`config.mk`:
```
export PLATFORM = sky130hd
export DESIGN_NAME = i2c_target_bit_engine_core
export DESIGN_NICKNAME = d
export VERILOG_FILES = /design/src/i2ctbe_pkg.sv /design/src/i2c_target_bit_engine_core.sv /design/src/i2ctbe_bus_fsm.sv
export SDC_FILE = /design/constraint.sdc
export NUM_CORES = 1
export LEC_CHECK = 0
export BUFFER_PORTS_ARGS = -buffer_cell sky130_fd_sc_hd__buf_2
export CORE_ASPECT_RATIO = 1.1
export CORE_MARGIN = 3
export CORE_UTILIZATION = 50
export CTS_CLUSTER_SIZE = 16
export DETAILED_ROUTE_END_ITERATION = 8
export GPL_ROUTABILITY_DRIVEN = 0
export GPL_TIMING_DRIVEN = 0
export PLACE_DENSITY = 0.77
export SLEW_MARGIN = 0
export SYNTH_ARGS = -nofsm -noshare
export SYNTH_HDL_FRONTEND = slang
export SYNTH_SLANG_ARGS = --single-unit
```
`constraint.sdc`:
```
create_clock -name clk -period 1.9 [get_ports clk]
set_clock_uncertainty 0.1 [all_clocks]
set_input_delay 0.38 -clock clk [delete_from_list [all_inputs] [get_ports clk]]
set_output_delay 0.38 -clock clk [all_outputs]
set_load 0.01 [all_outputs]
```
`src/i2ctbe_pkg.sv`:
```
`default_nettype none
package i2ctbe_pkg;

	localparam int AddrW = 7;
	localparam int DataW = 8;
	localparam int CntW  = 4;
	localparam int PhW   = 3;

	localparam logic [AddrW-1:0] ADDR_RESET = 7'h68;
	localparam logic [CntW-1:0]  ADDR_BITS  = 4'd7;
	localparam logic [CntW-1:0]  DATA_BITS  = 4'd8;

	localparam logic [1:0] OP_SCL_WR = 2'd0;
	localparam logic [1:0] OP_SDA_WR = 2'd1;
	localparam logic [1:0] OP_SDA_RD = 2'd2;

	localparam logic [PhW-1:0] PH_IDLE     = 3'd0;
	localparam logic [PhW-1:0] PH_ADDRESS  = 3'd1;
	localparam logic [PhW-1:0] PH_DIR      = 3'd2;
	localparam logic [PhW-1:0] PH_DIR_ACK  = 3'd3;
	localparam logic [PhW-1:0] PH_DATA     = 3'd4;
	localparam logic [PhW-1:0] PH_DATA_ACK = 3'd5;

	typedef struct packed {
		logic [1:0]       opcode;
		logic             line_level;
		logic [DataW-1:0] target_byte;
	} item_t;

	typedef struct packed {
		logic             sda_level;
		logic             byte_received;
		logic [DataW-1:0] received_value;
		logic             byte_requested;
	} result_t;

endpackage
`default_nettype wire

```
`src/i2c_target_bit_engine_core.sv`:
```
// Channel  Dir  tdata (low bit up)                   tuser (low bit up)
// s_       in   line_level, target_byte, zero pad    opcode[1:0]
// m_       out  sda_level, received_value, zero pad  byte_received, byte_requested
// cfg_     in   cfg_wdata = target_address, written when cfg_we is high
//
// One beat per cycle is sustained while the output side keeps m_tready high.
// The input register feeds the bus state machine, whose result lands in the output register.
// The input register advances whenever the output register is empty or being taken,
// so a new beat is accepted while a finished result still waits.
// Reset returns the bus to idle with both lines high and the address at 0x68.
`default_nettype none
module i2c_target_bit_engine_core (
	input  wire        clk,
	input  wire        arst_n,
	input  wire        s_tvalid,
	output logic       s_tready,
	input  wire [15:0] s_tdata,   // line_level, target_byte, zero pad
	input  wire [1:0]  s_tuser,   // opcode
	output logic       m_tvalid,
	input  wire        m_tready,
	output logic [15:0] m_tdata,  // sda_level, received_value, zero pad
	output logic [1:0] m_tuser,   // byte_received, byte_requested
	input  wire        cfg_we,
	input  wire [6:0]  cfg_wdata
);
	import i2ctbe_pkg::*;

	logic             valid_s1;
	item_t            item_s1;
	logic             adv;
	logic [AddrW-1:0] taddr_q;
	result_t          res;
	logic             valid_s2;
	result_t          res_s2;

	assign adv      = valid_s1 && (!valid_s2 || m_tready);
	assign s_tready = !valid_s1 || adv;

	always_ff @(posedge clk or negedge arst_n) begin
		if (!arst_n) begin
			taddr_q <= ADDR_RESET;
		end else if (cfg_we) begin
			taddr_q <= cfg_wdata;
		end
	end

	always_ff @(posedge clk or negedge arst_n) begin
		if (!arst_n) begin
			valid_s1 <= 1'b0;
		end else if (s_tready) begin
			valid_s1 <= s_tvalid;
		end
	end

	always_ff @(posedge clk) begin
		if (s_tready && s_tvalid) begin
			item_s1.opcode      <= s_tuser;
			item_s1.line_level  <= s_tdata[0];
			item_s1.target_byte <= s_tdata[DataW:1];
		end
	end

	i2ctbe_bus_fsm u_fsm (
		.clk            (clk),
		.arst_n         (arst_n),
		.step           (adv),
		.item           (item_s1),
		.target_address (taddr_q),
		.result         (res)
	);

	always_ff @(posedge clk or negedge arst_n) begin
		if (!arst_n) begin
			valid_s2 <= 1'b0;
		end else if (adv) begin
			valid_s2 <= 1'b1;
		end else if (m_tready) begin
			valid_s2 <= 1'b0;
		end
	end

	always_ff @(posedge clk) begin
		if (adv) begin
			res_s2 <= res;
		end
	end

	assign m_tvalid = valid_s2;
	assign m_tdata  = {7'd0, res_s2.received_value, res_s2.sda_level};
	assign m_tuser  = {res_s2.byte_requested, res_s2.byte_received};

endmodule
`default_nettype wire

```
`src/i2ctbe_bus_fsm.sv`:
```
`default_nettype none
module i2ctbe_bus_fsm (
	input  wire                          clk,
	input  wire                          arst_n,
	input  wire                          step,
	input  i2ctbe_pkg::item_t            item,
	input  wire [i2ctbe_pkg::AddrW-1:0]  target_address,
	output i2ctbe_pkg::result_t          result
);
	import i2ctbe_pkg::*;

	logic [PhW-1:0]   phase_q, phase_d;
	logic             scl_q, scl_d;
	logic             sda_q, sda_d;
	logic [CntW-1:0]  cnt_q, cnt_d;
	logic             mwr_q, mwr_d;
	logic [AddrW-1:0] ashift_q, ashift_d;
	logic [DataW-1:0] dshift_q, dshift_d;
	logic             got, req;
	logic [DataW-1:0] got_val;
	logic [CntW-1:0]  cnt_inc;

	assign cnt_inc = cnt_q + 1'b1;

	always_comb begin
		phase_d  = phase_q;
		scl_d    = scl_q;
		sda_d    = sda_q;
		cnt_d    = cnt_q;
		mwr_d    = mwr_q;
		ashift_d = ashift_q;
		dshift_d = dshift_q;
		got      = 1'b0;
		got_val  = '0;
		req      = 1'b0;
		case (item.opcode)
			OP_SCL_WR: begin
				scl_d = item.line_level;
				if (!scl_q && item.line_level) begin
					case (phase_q)
						PH_ADDRESS: begin
							ashift_d = {ashift_q[AddrW-2:0], sda_q};
							cnt_d    = cnt_inc;
							if (cnt_inc == ADDR_BITS) begin
								cnt_d   = '0;
								phase_d = PH_DIR;
							end
						end
						PH_DIR: begin
							mwr_d   = ~sda_q;
							phase_d = (ashift_q == target_address) ? PH_DIR_ACK : PH_IDLE;
						end
						PH_DIR_ACK: begin
							sda_d   = 1'b0;
							phase_d = PH_DATA;
							cnt_d   = '0;
							if (!mwr_q) begin
								dshift_d = item.target_byte;
								req      = 1'b1;
							end
						end
						PH_DATA: begin
							cnt_d = cnt_inc;
							if (mwr_q) begin
								dshift_d = {dshift_q[DataW-2:0], sda_q};
								if (cnt_inc == DATA_BITS) begin
									got     = 1'b1;
									got_val = {dshift_q[DataW-2:0], sda_q};
									phase_d = PH_DATA_ACK;
								end
							end else begin
								sda_d    = dshift_q[DataW-1];
								dshift_d = {dshift_q[DataW-2:0], 1'b0};
								if (cnt_inc == DATA_BITS) begin
									phase_d = PH_DATA_ACK;
								end
							end
						end
						PH_DATA_ACK: begin
							if (mwr_q) begin
								sda_d   = 1'b0;
								phase_d = PH_DATA;
								cnt_d   = '0;
							end else if (sda_q) begin
								phase_d = PH_IDLE;
							end else begin
								phase_d  = PH_DATA;
								dshift_d = item.target_byte;
								req      = 1'b1;
								cnt_d    = '0;
							end
						end
						default: begin
							sda_d = 1'b1;
						end
					endcase
				end
			end
			OP_SDA_WR: begin
				if (scl_q) begin
					if (sda_q && !item.line_level) begin
						phase_d  = PH_ADDRESS;
						cnt_d    = '0;
						ashift_d = '0;
					end else if (!sda_q && item.line_level) begin
						phase_d = PH_IDLE;
					end
				end
				sda_d = item.line_level;
			end
			default: begin
			end
		endcase
	end

	assign result.sda_level      = sda_d;
	assign result.byte_received  = got;
	assign result.received_value = got_val;
	assign result.byte_requested = req;

	always_ff @(posedge clk or negedge arst_n) begin
		if (!arst_n) begin
			phase_q  <= PH_IDLE;
			scl_q    <= 1'b1;
			sda_q    <= 1'b1;
			cnt_q    <= '0;
			mwr_q    <= 1'b0;
			ashift_q <= '0;
			dshift_q <= '0;
		end else if (step) begin
			phase_q  <= phase_d;
			scl_q    <= scl_d;
			sda_q    <= sda_d;
			cnt_q    <= cnt_d;
			mwr_q    <= mwr_d;
			ashift_q <= ashift_d;
			dshift_q <= dshift_d;
		end
	end

endmodule
`default_nettype wire

```
* Word-level counts from Yosys, hierarchy flattened
Cells that the tools add are included.
** Operators by class
- $add $sub $neg :: 1
- Equal/unequal tests :: 22
- Muxes and demuxes :: 41
- Bitwise logic cells :: 1
- Reductions and logical operators :: 26
** Operator list (count)
- two-way mux 7 bit :: 4
- two-way mux 3 bit :: 8
- two-way mux 4 bit :: 6
- two-way mux 8 bit :: 3
- case mux 8 bit (3 select lines) :: 1
- case mux 4 bit (4 select lines) :: 1
- case mux 3 bit (5 select lines) :: 1
- case mux 7 bit (2 select lines) :: 1
- AND reduction 7 bit :: 2
- two-way mux 1 bit :: 10
- inequality test 2 bit (second input constant) :: 4
- case mux 4 bit (2 select lines) :: 1
- AND reduction 4 bit :: 2
- AND reduction 8 bit :: 1
- == test 7 bit :: 1
- == test 3 x 2 -> 1 bit (second input constant) :: 2
- == test 3 bit (second input constant) :: 2
- inequality test 2 x 1 -> 1 bit (second input constant) :: 3
- inequality test 3 x 2 -> 1 bit (second input constant) :: 2
- inequality test 6 x 5 -> 1 bit (second input constant) :: 1
- case mux 3 bit (2 select lines) :: 1
- AND reduction 6 bit :: 1
- logical AND 1 bit :: 5
- zero test 1 bit :: 5
- 19 further kinds :: 23
** Word-level totals
- Register bits :: 56
- Input bits :: 30
- Output and inout bits :: 20
- Word-level logic and storage cells :: 108

* Longest topological paths before layout
Gate-level depths: netlist of run 1.
- Depth after elaboration :: 6
- Depth in mapped cells :: 8
- Depth with buffers taken out :: 6

* Modules after synthesis
Synthesis of run 1 repeated with hierarchy kept, for this count alone.
** Second synthesis, totals
- Cells, all modules :: 274
- Area total of the unflattened synthesis :: 2972.9 um2
** Modules (own cells, without submodules)
- i2ctbe_bus_fsm :: instances 1, cells each 221, area each 1871.8 um2, seq. area each 628.1 um2
- i2c_target_bit_engine_core :: instances 1, cells each 53, area each 1101.1 um2, seq. area each 889.6 um2

* Least setup slack after synthesis of run 1
Ideal clock, no wire load.
- Path kind :: register to register
- Start :: register u_fsm.cnt_q[0]
- End :: register u_fsm.phase_q[0]
- Library setup time :: 0.128 ns
- Arrival time :: 1.650 ns
- Required time :: 1.672 ns
- Slack :: 0.023 ns
- Cell stages (with the launch flop) :: 7
- Path buffers :: 0
- Period minus slack after synthesis :: 1.877 ns
- Cell sequence :: dfrtp_1 -> ha_1 -> nand2b_1 -> o32ai_2 -> a211o_1 -> nand2_1 -> mux2_1
** Between the ends
- Longest elaborated chain between the ends :: 4
- Elaborated cells on any way between the ends :: 6
- Classes of those cells :: 1 x add/sub; 4 x eq/ne; 1 x reduce/logical
** RTL lines
- from (decl) :: RTL line i2ctbe_bus_fsm.sv:15 : logic [CntW-1:0] cnt_q, cnt_d;
- from (signal assigned) :: RTL line i2ctbe_bus_fsm.sv:134 : cnt_q <= cnt_d;
- adder 4 x 1 -> 4 bit (*) :: RTL line i2ctbe_bus_fsm.sv:23 : assign cnt_inc = cnt_q + 1'b1;
- == test 4 bit or == test 4 x 3 -> 1 bit (tied branches) :: RTL line i2ctbe_bus_fsm.sv:66, i2ctbe_bus_fsm.sv:74, i2ctbe_bus_fsm.sv:44
- inequality test 3 x 2 -> 1 bit (no source line)
- AND reduction 8 bit (no source line) (*)
- to (signal assigned) :: RTL line i2ctbe_bus_fsm.sv:131 : phase_q <= phase_d;
- to (decl) :: RTL line i2ctbe_bus_fsm.sv:12 : logic [PhW-1:0] phase_q, phase_d;
Mark *: on every way between the ends. The rest lies on a longest branch, timed or not.
A chain may end at the register's enable or synchronous reset.

* Worst setup path in the final report of run 1
Ends and elaborated chain as after synthesis.

==> results of run 1 <==
## per-layer routing
layer | vias up | routed length [um] | part of all wire [%]
met4 | 0 | 115 | 2.0
met1 | 1027 | 2470 | 42
met5 | - | 0 | 0
met2 | 62 | 3030 | 52
met3 | 14 | 262 | 4.5
li1 | 1052 | - | -
## flip-flops by register name, summed over array words and instances (netlist names)
signal          count
item_s1            11
u_fsm.ashift_q      7
m_tuser             2
u_fsm.sda_q         1
m_tvalid            1
taddr_q             7
u_fsm.phase_q       3
m_tdata             9
u_fsm.cnt_q         4
valid_s1            1
u_fsm.mwr_q         1
u_fsm.dshift_q      8
u_fsm.scl_q         1
## repair_timing
action                                  CTS  global route
cloned                                    0             1
endpoints found under the setup margin   27            29
gates resized for setup                  14            37
pin swaps                                 5            13
setup buffers                             9             8
## kinds of logic after synthesis
family / Yosys count
AO/OA/AOI/OAI: 66
XOR/XNOR: 7
adder cells (fa/ha/maj): 3
buffers and inverters: 35
flip-flops: 56
multiplexers: 15
other: 1
AND/OR/NAND/NOR: 78
## cells in the final DEF (no fill, tap or decap), types with 3 or more instances in the layout
cell type                   n
sky130_fd_sc_hd__nand3_1    7
sky130_fd_sc_hd__conb_1     7
sky130_fd_sc_hd__dfstp_2    5
sky130_fd_sc_hd__nand2_1    7
sky130_fd_sc_hd__dfrtp_2    3
sky130_fd_sc_hd__o21ai_2    3
sky130_fd_sc_hd__o211ai_1   3
sky130_fd_sc_hd__o21ai_0    8
sky130_fd_sc_hd__mux2_2     7
sky130_fd_sc_hd__nand2b_1   8
sky130_fd_sc_hd__buf_4     25
sky130_fd_sc_hd__nor2_1    11
sky130_fd_sc_hd__buf_6      6
sky130_fd_sc_hd__buf_2     36
sky130_fd_sc_hd__o21ai_1    8
sky130_fd_sc_hd__xnor2_1    4
sky130_fd_sc_hd__dfrtp_1   26
sky130_fd_sc_hd__mux2i_1    7
sky130_fd_sc_hd__inv_1     16
sky130_fd_sc_hd__a21oi_1   16
sky130_fd_sc_hd__clkbuf_8   5
sky130_fd_sc_hd__and2_1    10
sky130_fd_sc_hd__a31oi_1    4
sky130_fd_sc_hd__xor2_1     3
sky130_fd_sc_hd__nor2b_1    4
sky130_fd_sc_hd__edfxtp_1  22
## area by class of cell
class | count | area, um^2
plain buffers | 17 | 128
well taps | 75 | 93.8
multi-input cells | 176 | 1370
fillers | 433 | 1920
repair buffers | 52 | 317
clock inverters | 3 | 26.3
flip-flops and latches | 56 | 1520
inverters | 16 | 60.1
clock buffers | 5 | 68.8
## critical path: stages, from the launching register on
cell	delay, ps
sky130_fd_sc_hd__dfrtp_2	460
sky130_fd_sc_hd__buf_6	130
sky130_fd_sc_hd__and3b_2	220
sky130_fd_sc_hd__o32ai_4	360
sky130_fd_sc_hd__a211o_1	190
sky130_fd_sc_hd__nand2_2	60
sky130_fd_sc_hd__mux2_4	300
## how the worst max path moves through the flow
stage	from	endpoint	slack, ps	cells past startpoint
5_1_grt	u_fsm.cnt_q[0]	u_fsm.phase_q[0]	-100	6
4_1_cts	item_s1[10]	u_fsm.phase_q[2]	4	7
2_1_floorplan	u_fsm.cnt_q[0]	u_fsm.phase_q[0]	20	6
3_3_place_gp	item_s1[9]	m_tdata[6]	-200	6
3_5_place_dp	item_s1[9]	m_tdata[3]	-200	6
6_report	u_fsm.cnt_q[0]	u_fsm.phase_q[0]	-20	6
## power breakdown
group / leakage (nW) / switching [mW] / internal [mW]
registers: 0.604 / 0.297 / 1.57
logic: 0.831 / 0.816 / 0.772
clock network: 0.0423 / 0.407 / 0.269
## stage by stage
step | area (um^2) | utilization [%] | worst slack, ps | hold slack [ps] | std cells
floorplan | 2920 | - | 22.6 | -15.6 | 267
detailed placement | 3180 | 57.9 | -204 | 395 | 376
global route | 3580 | 65.1 | -101 | 61.2 | 400
CTS | 3400 | 61.8 | 3.54 | 49.7 | 393
global placement | 3180 | 57.9 | -196 | 396 | 376
finish | 3580 | 65.1 | -24.2 | 25.8 | 400
==> results by stage, run 1 <==
Run status:
- The flow ran to the end, but the final reports show violations.
- The final reports fail on setup timing.

Run:
- The tool flagged a number of max-cap violations equal to 0.

Global routing:
- In the global route stage, met2 resource usage came out at 28.9%.
- The all-layer global routing usage is 17.3%.
- The number of global-route vias before repair was 2074.
- The first global-routing pass estimated 9.32 mm of wire.
- The most used routing layer is met2.
- The number of antenna violations at the first check in global routing is 0.
- In the global route stage, met3 resource usage came out at 3.36%.
- Entering global routing, the biggest net connects 35 pins.
- The total global routing overflow is 0.
- The met1 track demand over resource in global routing is 22.5%.

Worst setup path:
- The startpoint of the most critical register-to-register path is u_fsm.cnt_q[0].
- In this run the worst path has a maximum fanout of 5.
- Across all register-to-register paths, the minimum setup slack is -20 ps.
- At the worst endpoint, the arrival time is 2030 ps.
- By startpoint and endpoint, the worst setup path is classified as flop to flop.
- The worst setup path is launched from a flop.
- The data required time of the critical path is 2000 ps.
- The worst register-to-register path has a depth of 6.
- The endpoint identified for the worst register-to-register timing path is u_fsm.phase_q[0].
- The critical path endpoint category is a flop.

Placement:
- Once detailed placement completed, the half-perimeter wirelength came to 3.90 mm.
- The count of buffers added on input and output ports is 34.

Synth:
- The cell type with the highest aggregate area in the netlist is sky130_fd_sc_hd__dfrtp_1.
- In the synthesized netlist, the cells that appear most often are sky130_fd_sc_hd__dfrtp_1, sky130_fd_sc_hd__edfxtp_1, sky130_fd_sc_hd__a21oi_1, sky130_fd_sc_hd__inv_1.
- Among all flip-flop cells after synthesis, the most frequent one is sky130_fd_sc_hd__dfrtp_1.
- In the synthesized netlist, mux cells make up 5.53% of the area.
- The cell area after technology mapping is 0.00290 mm^2.
- The distinct cell type count of the synthesized netlist is 62.
- For this run, asynchronously set or reset flops after synthesis account for 60.7%.
- The mean area per synthesized cell is 11.1 um^2.
- Of the total synthesized cell area, the portion taken by full adders, half adders and majority gates is 1.30%.
- The part of the Yosys area used for sequential elements is 52.4%.
- The number of flops mapped to enable cells by yosys is 22.
- Summing the areas of all compound-gate instances in the mapped netlist gives 15.9% of the synthesized area.
- The synthesized design devotes to its leading area cell type 25.1% of total area.
- The dominant combinational cell family by area after synthesis is simple AND/OR/NAND/NOR gates.
- Sorting the synthesized cells by area gives the leading types as sky130_fd_sc_hd__dfrtp_1, sky130_fd_sc_hd__edfxtp_1, sky130_fd_sc_hd__dfstp_2, sky130_fd_sc_hd__a21oi_1, sky130_fd_sc_hd__mux2_2.
- Of the total synthesized cell area, the portion taken by AND, OR, NAND and NOR gates is 16.7%.
- The count of warnings emitted by yosys is 0.
- The cell count after synthesis is 261.
- The most common cell in the netlist is sky130_fd_sc_hd__dfrtp_1.
- In this run, synthesis produced a sequential element count of 56.
- The xor/xnor share of the synthesized area is 2.12%.

Floorplan:
- The die outline width is 78.6 um.
- The number of rows in the core area is 28.
- The die area is 0.00674 mm^2.
- The region available for standard cell placement spans 0.00550 mm^2.
- The die extent in y is 85.8 um.
- For this design the top-level I/O count stands at 50.
- The starting density of the core is 52.7%.

Timing:
- At the pin with the least slew margin, the transition time is 754 ps.
- The setup slack after layout is -24.2 ps.
- The worst pin sits at a relative slew slack of 49.7%.
- The post-route fraction of the period consumed by the critical path is 101%.
- For this run, the top clock speed supported by timing is 520 MHz.
- The setup TNS is -24.2 ps.
- The final count of negative-setup-slack endpoints is 1.
- The max-slew violation count came to 0.
- The number of failing hold endpoints at the final stage is 0.
- The final period demand of the worst path is 1920 ps.
- Setup repair after global routing could not meet its margin everywhere.

CTS:
- TritonCTS built the clock tree.
- Clock tree synthesis found a total of 56 sinks.
- Clock-pin slew was measured on the worst setup and hold paths at 100 ps.
- In this run the deepest clock path goes through 2 buffers.
- The number of hold buffers added after cts is 0.
- The clock root buffer master is sky130_fd_sc_hd__clkbuf_8.
- The CTS H-tree depth is 2.
- The number of buffers added by the clock tree synthesis step is 5.
- The clock latency at the later pin of the worst-skew pair is 310 ps.

Power:
- The analysis attributes to cell leakage a power of 1.48 nW.
- IR analysis of the VDD net gives a maximum drop of 0.000664 V.
- The power density over the cells is 1150 mW/mm^2.
- The completed layout was analyzed and its total power is 4.13 mW.

Drt:
- The post-detailed-route via-to-cell ratio is 5.39.
- In this run, the number of DRC markers left after iteration 0 of detailed routing was 116.
- The per-cell routed wire length is 14.7 um.
- The number of detailed-route iterations in the first pass is 4.
- In this run the remaining antenna-violating nets after routing total 0.
- For this block, the via count after detailed routing is 2155.
- The routed design has 5.88 mm of wire.
- The DRC violation count after routing is 0.

Finish:
- The post-route netlist has 38.8% of its cells at a drive strength greater than 1.
- The final antenna diode count is 0.
- Compared with the post-synthesis result, the final layout area differs by 23.6%.
- The number of nets in the finished design is 357.

Worst hold path:
- The min-delay analysis places its worst path in the category primary input to async pin.
No activity file was read; power rests on OpenSTA's default activity.
==> run 2, diff against run 1 <==
PLACE_DENSITY = 0.79   (was 0.77)
==> run 2 against run 1 <==
Compared with the run above: the run still ends with setup timing left; die area unchanged; register-to-register slack got worse by 60 ps; critical path depth unchanged; flip-flop and latch count unchanged; non-clock buffer count increased by 1; combinational power about the same; clock power increased by 0.6%; via count increased by 2.4%; maximum frequency decreased by 2.8%; first-iteration DRC count increased by 6.0%; critical path type unchanged; critical endpoint is now u_fsm.phase_q[2]; largest cell class unchanged.
==> results by stage, run 2 (synthesis gave the netlist of run 1 again) <==
Finish:
- The layout filler cell count is 412.
- The area taken by multi-input logic gates is 0.00134 mm^2.
- The finished cells cover 0.00355 mm^2.
- Relative to the synthesized area, the layout overhead comes to 22.5%.
- The library cells used most frequently in the layout, excluding fill and tap cells, are sky130_fd_sc_hd__buf_2, sky130_fd_sc_hd__buf_4, sky130_fd_sc_hd__dfrtp_1.
- Leaving out fill and tap cells, the most frequent cell in the layout is sky130_fd_sc_hd__buf_2.
- The repair_antennas step left the layout with diodes totalling 0.
- The number of flip-flops under the largest register name is 11.
- The register with the highest flop count is item_s1.
- For this run, the post-layout net count is 358.
- The flip-flop and latch area is 0.00152 mm^2.
- Measured on the finished design, the core utilization comes to 64.5%.
- Of the cells placed in the final design, the portion with a size suffix greater than 1 is 37.4%.
- The final standard cell count with taps included and fillers excluded is 401.

Drt:
- The post-detailed-route via-to-cell ratio is 5.50.
- The detail route stage leaves a number of antenna-violating nets equal to 0.
- In this run, the number of DRC markers left after iteration 0 of detailed routing was 123.
- For this run, design rule violations remaining after detail routing come to 0.
- For this block, the via count after detailed routing is 2206.
- The pre-antenna-repair detailed-routing pass consisted of 5 iterations.
- The overall routed net length is 6.10 mm.
- After detailed routing, the average wire length per cell comes to 15.2 um.

Power:
- The leakage power summed over all cells is 1.47 nW.
- The largest vdd supply drop is 0.000790 V.
- Overall power consumption after layout is estimated at 4.08 mW.
- The power density over the cells is 1150 mW/mm^2.

Worst setup path:
- The stage delay of the slowest cell on the critical path is 440 ps.
- The startpoint kind of the worst setup timing path is a flop.
- The slowest stage of the critical path is the sky130_fd_sc_hd__dfrtp_2 cell.
- Along the worst path, the maximum fanout reaches 5.
- The critical path goes through ha_2 > nand2b_1 > o32ai_4 > o311ai_0 > a31oi_1 > a41o_1.
- The worst setup path is captured at a flop.
- The setup path with the least slack is of type flop to flop.
- The data required time of the critical path is 2000 ps.
- For the worst setup path, the data arrival time is 2090 ps.

Placement:
- The cell count after placement is 376.
- The HPWL after detailed placement is 3.97 mm.
- The cell area reported after detailed placement is 0.00318 mm^2.
- The count of buffers added on input and output ports is 34.

Timing:
- The timing-limited maximum frequency is 505 MHz.
- Setup violations remaining at the end of the flow were counted as 6.
- The slew of the pin with the lowest slew margin is 761 ps.
- The setup slack after layout is -80.3 ps.
- The smallest clock period supported by the final layout is computed as 1980 ps.
- Setup repair after global routing could not meet its margin everywhere.
- The max-slew violation count is 0.
- The post-route fraction of the period consumed by the critical path is 104%.
- The remaining max-slew budget at the tightest pin is 49.3%.
- The number of failing hold endpoints at the final stage is 0.

Floorplan:
- The floorplan has 28 rows.
- The starting density of the core is 52.7%.
- The die extent in y is 85.8 um.
- After floorplanning, the core was sized to cover 0.00550 mm^2.
- The die outline width is 78.6 um.
- The die area is 0.00674 mm^2.
- The number of top-level design ports is 50.

Global routing:
- For this run the aggregate overflow at the end of global routing stands at 0.
- The first global-routing pass estimated 9.74 mm of wire.
- The all-layer global routing usage is 18.2%.
- Entering global routing, the biggest net connects 35 pins.
- The number of antenna violations at the first check in global routing is 0.
- The number of global-route vias before repair is 2150.

CTS:
- At the later pin of the worst-skew pair, clock insertion delay measures 310 ps.
- The clock transition at the register clock pins on the worst setup and hold paths after CTS is 110 ps.
- The cell sitting at the root of the clock tree is a sky130_fd_sc_hd__clkbuf_8.
- The number of buffers between clock root and the deepest sink is 2.
- The number of clock buffers added by TritonCTS is 5.
- The CTS H-tree depth is 2.
- The CTS tree is yes.
- For this design, the sink count on the clock tree is 56.

Run:
- The count of maximum capacitance violations is 0.

Run status:
- The checks that failed: setup timing.
- The run finished, with violations left.

Worst hold path:
- The worst hold-check path type is primary input to async pin.
==> run 2: what timing repair did <==
item | 4_1_cts | 5_1_grt
hold buffers | 0 | 0
pin swaps | 4 | 13
cloned | 0 | 1
buffers inserted | 8 | 9
setup endpoints to repair | 28 | 32
resized for setup | 20 | 23
==> run 2: worst max-delay path, delay by kind of cell, from the launching register on <==
family / cells / cell delay, ps
AND/OR/NAND/NOR: 1 / 170
AO/OA/AOI/OAI: 4 / 940
adder cells (fa/ha/maj): 1 / 220
flip-flops: 1 / 440
==> run 2: layout make-up <==
type | count | area share, %
clock inverter | 3 | 0.740
buffer | 18 | 3.63
inverter | 16 | 1.69
sequential | 56 | 42.9
clock buffer | 5 | 1.94
timing repair buffer | 52 | 8.82
tap | 75 | 2.64
multi-input combinational | 176 | 37.6
==> run 2: final timing paths <==
path                            slack, ps  cells after the start               end            from
worst max-delay path                  -80                      6  u_fsm.phase_q[2]  u_fsm.cnt_q[0]
max in group asynchronous            1140                      1  u_fsm.phase_q[0]          arst_n
worst max register to register        -80                      6  u_fsm.phase_q[2]  u_fsm.cnt_q[0]
worst min register to register        440                      1        taddr_q[0]      taddr_q[0]
worst min-delay path                   30                      1        taddr_q[4]          arst_n
min in group clk                      140                      1        item_s1[4]      s_tdata[5]
==> run 2: per-layer routing <==
layer,up-vias,global-route usage (%),part of all wire [%]
met1,1067,22.5,41
li1,1050,-,-
met5,-,0,0
met3,12,3.57,5.4
met2,77,31.4,52
met4,0,7.15,1.8
==> run 2: metrics by stage <==
step                hold slack [ps]  setup slack, ps  TNS, ps
floorplan                     -15.6             22.6        0
global placement                394             -183    -2060
detailed placement              392             -207    -2740
CTS                            46.0            -19.2    -38.7
global route                   76.1             -137    -1170
finish                         25.4            -80.3     -111
==> run 2: where the power goes <==
part	total [mW]	internal, mW	leakage [nW]	switching, mW
sequential	1.85	1.57	0.604	0.280
combinational	1.56	0.722	0.824	0.833
clock	0.680	0.269	0.0423	0.411
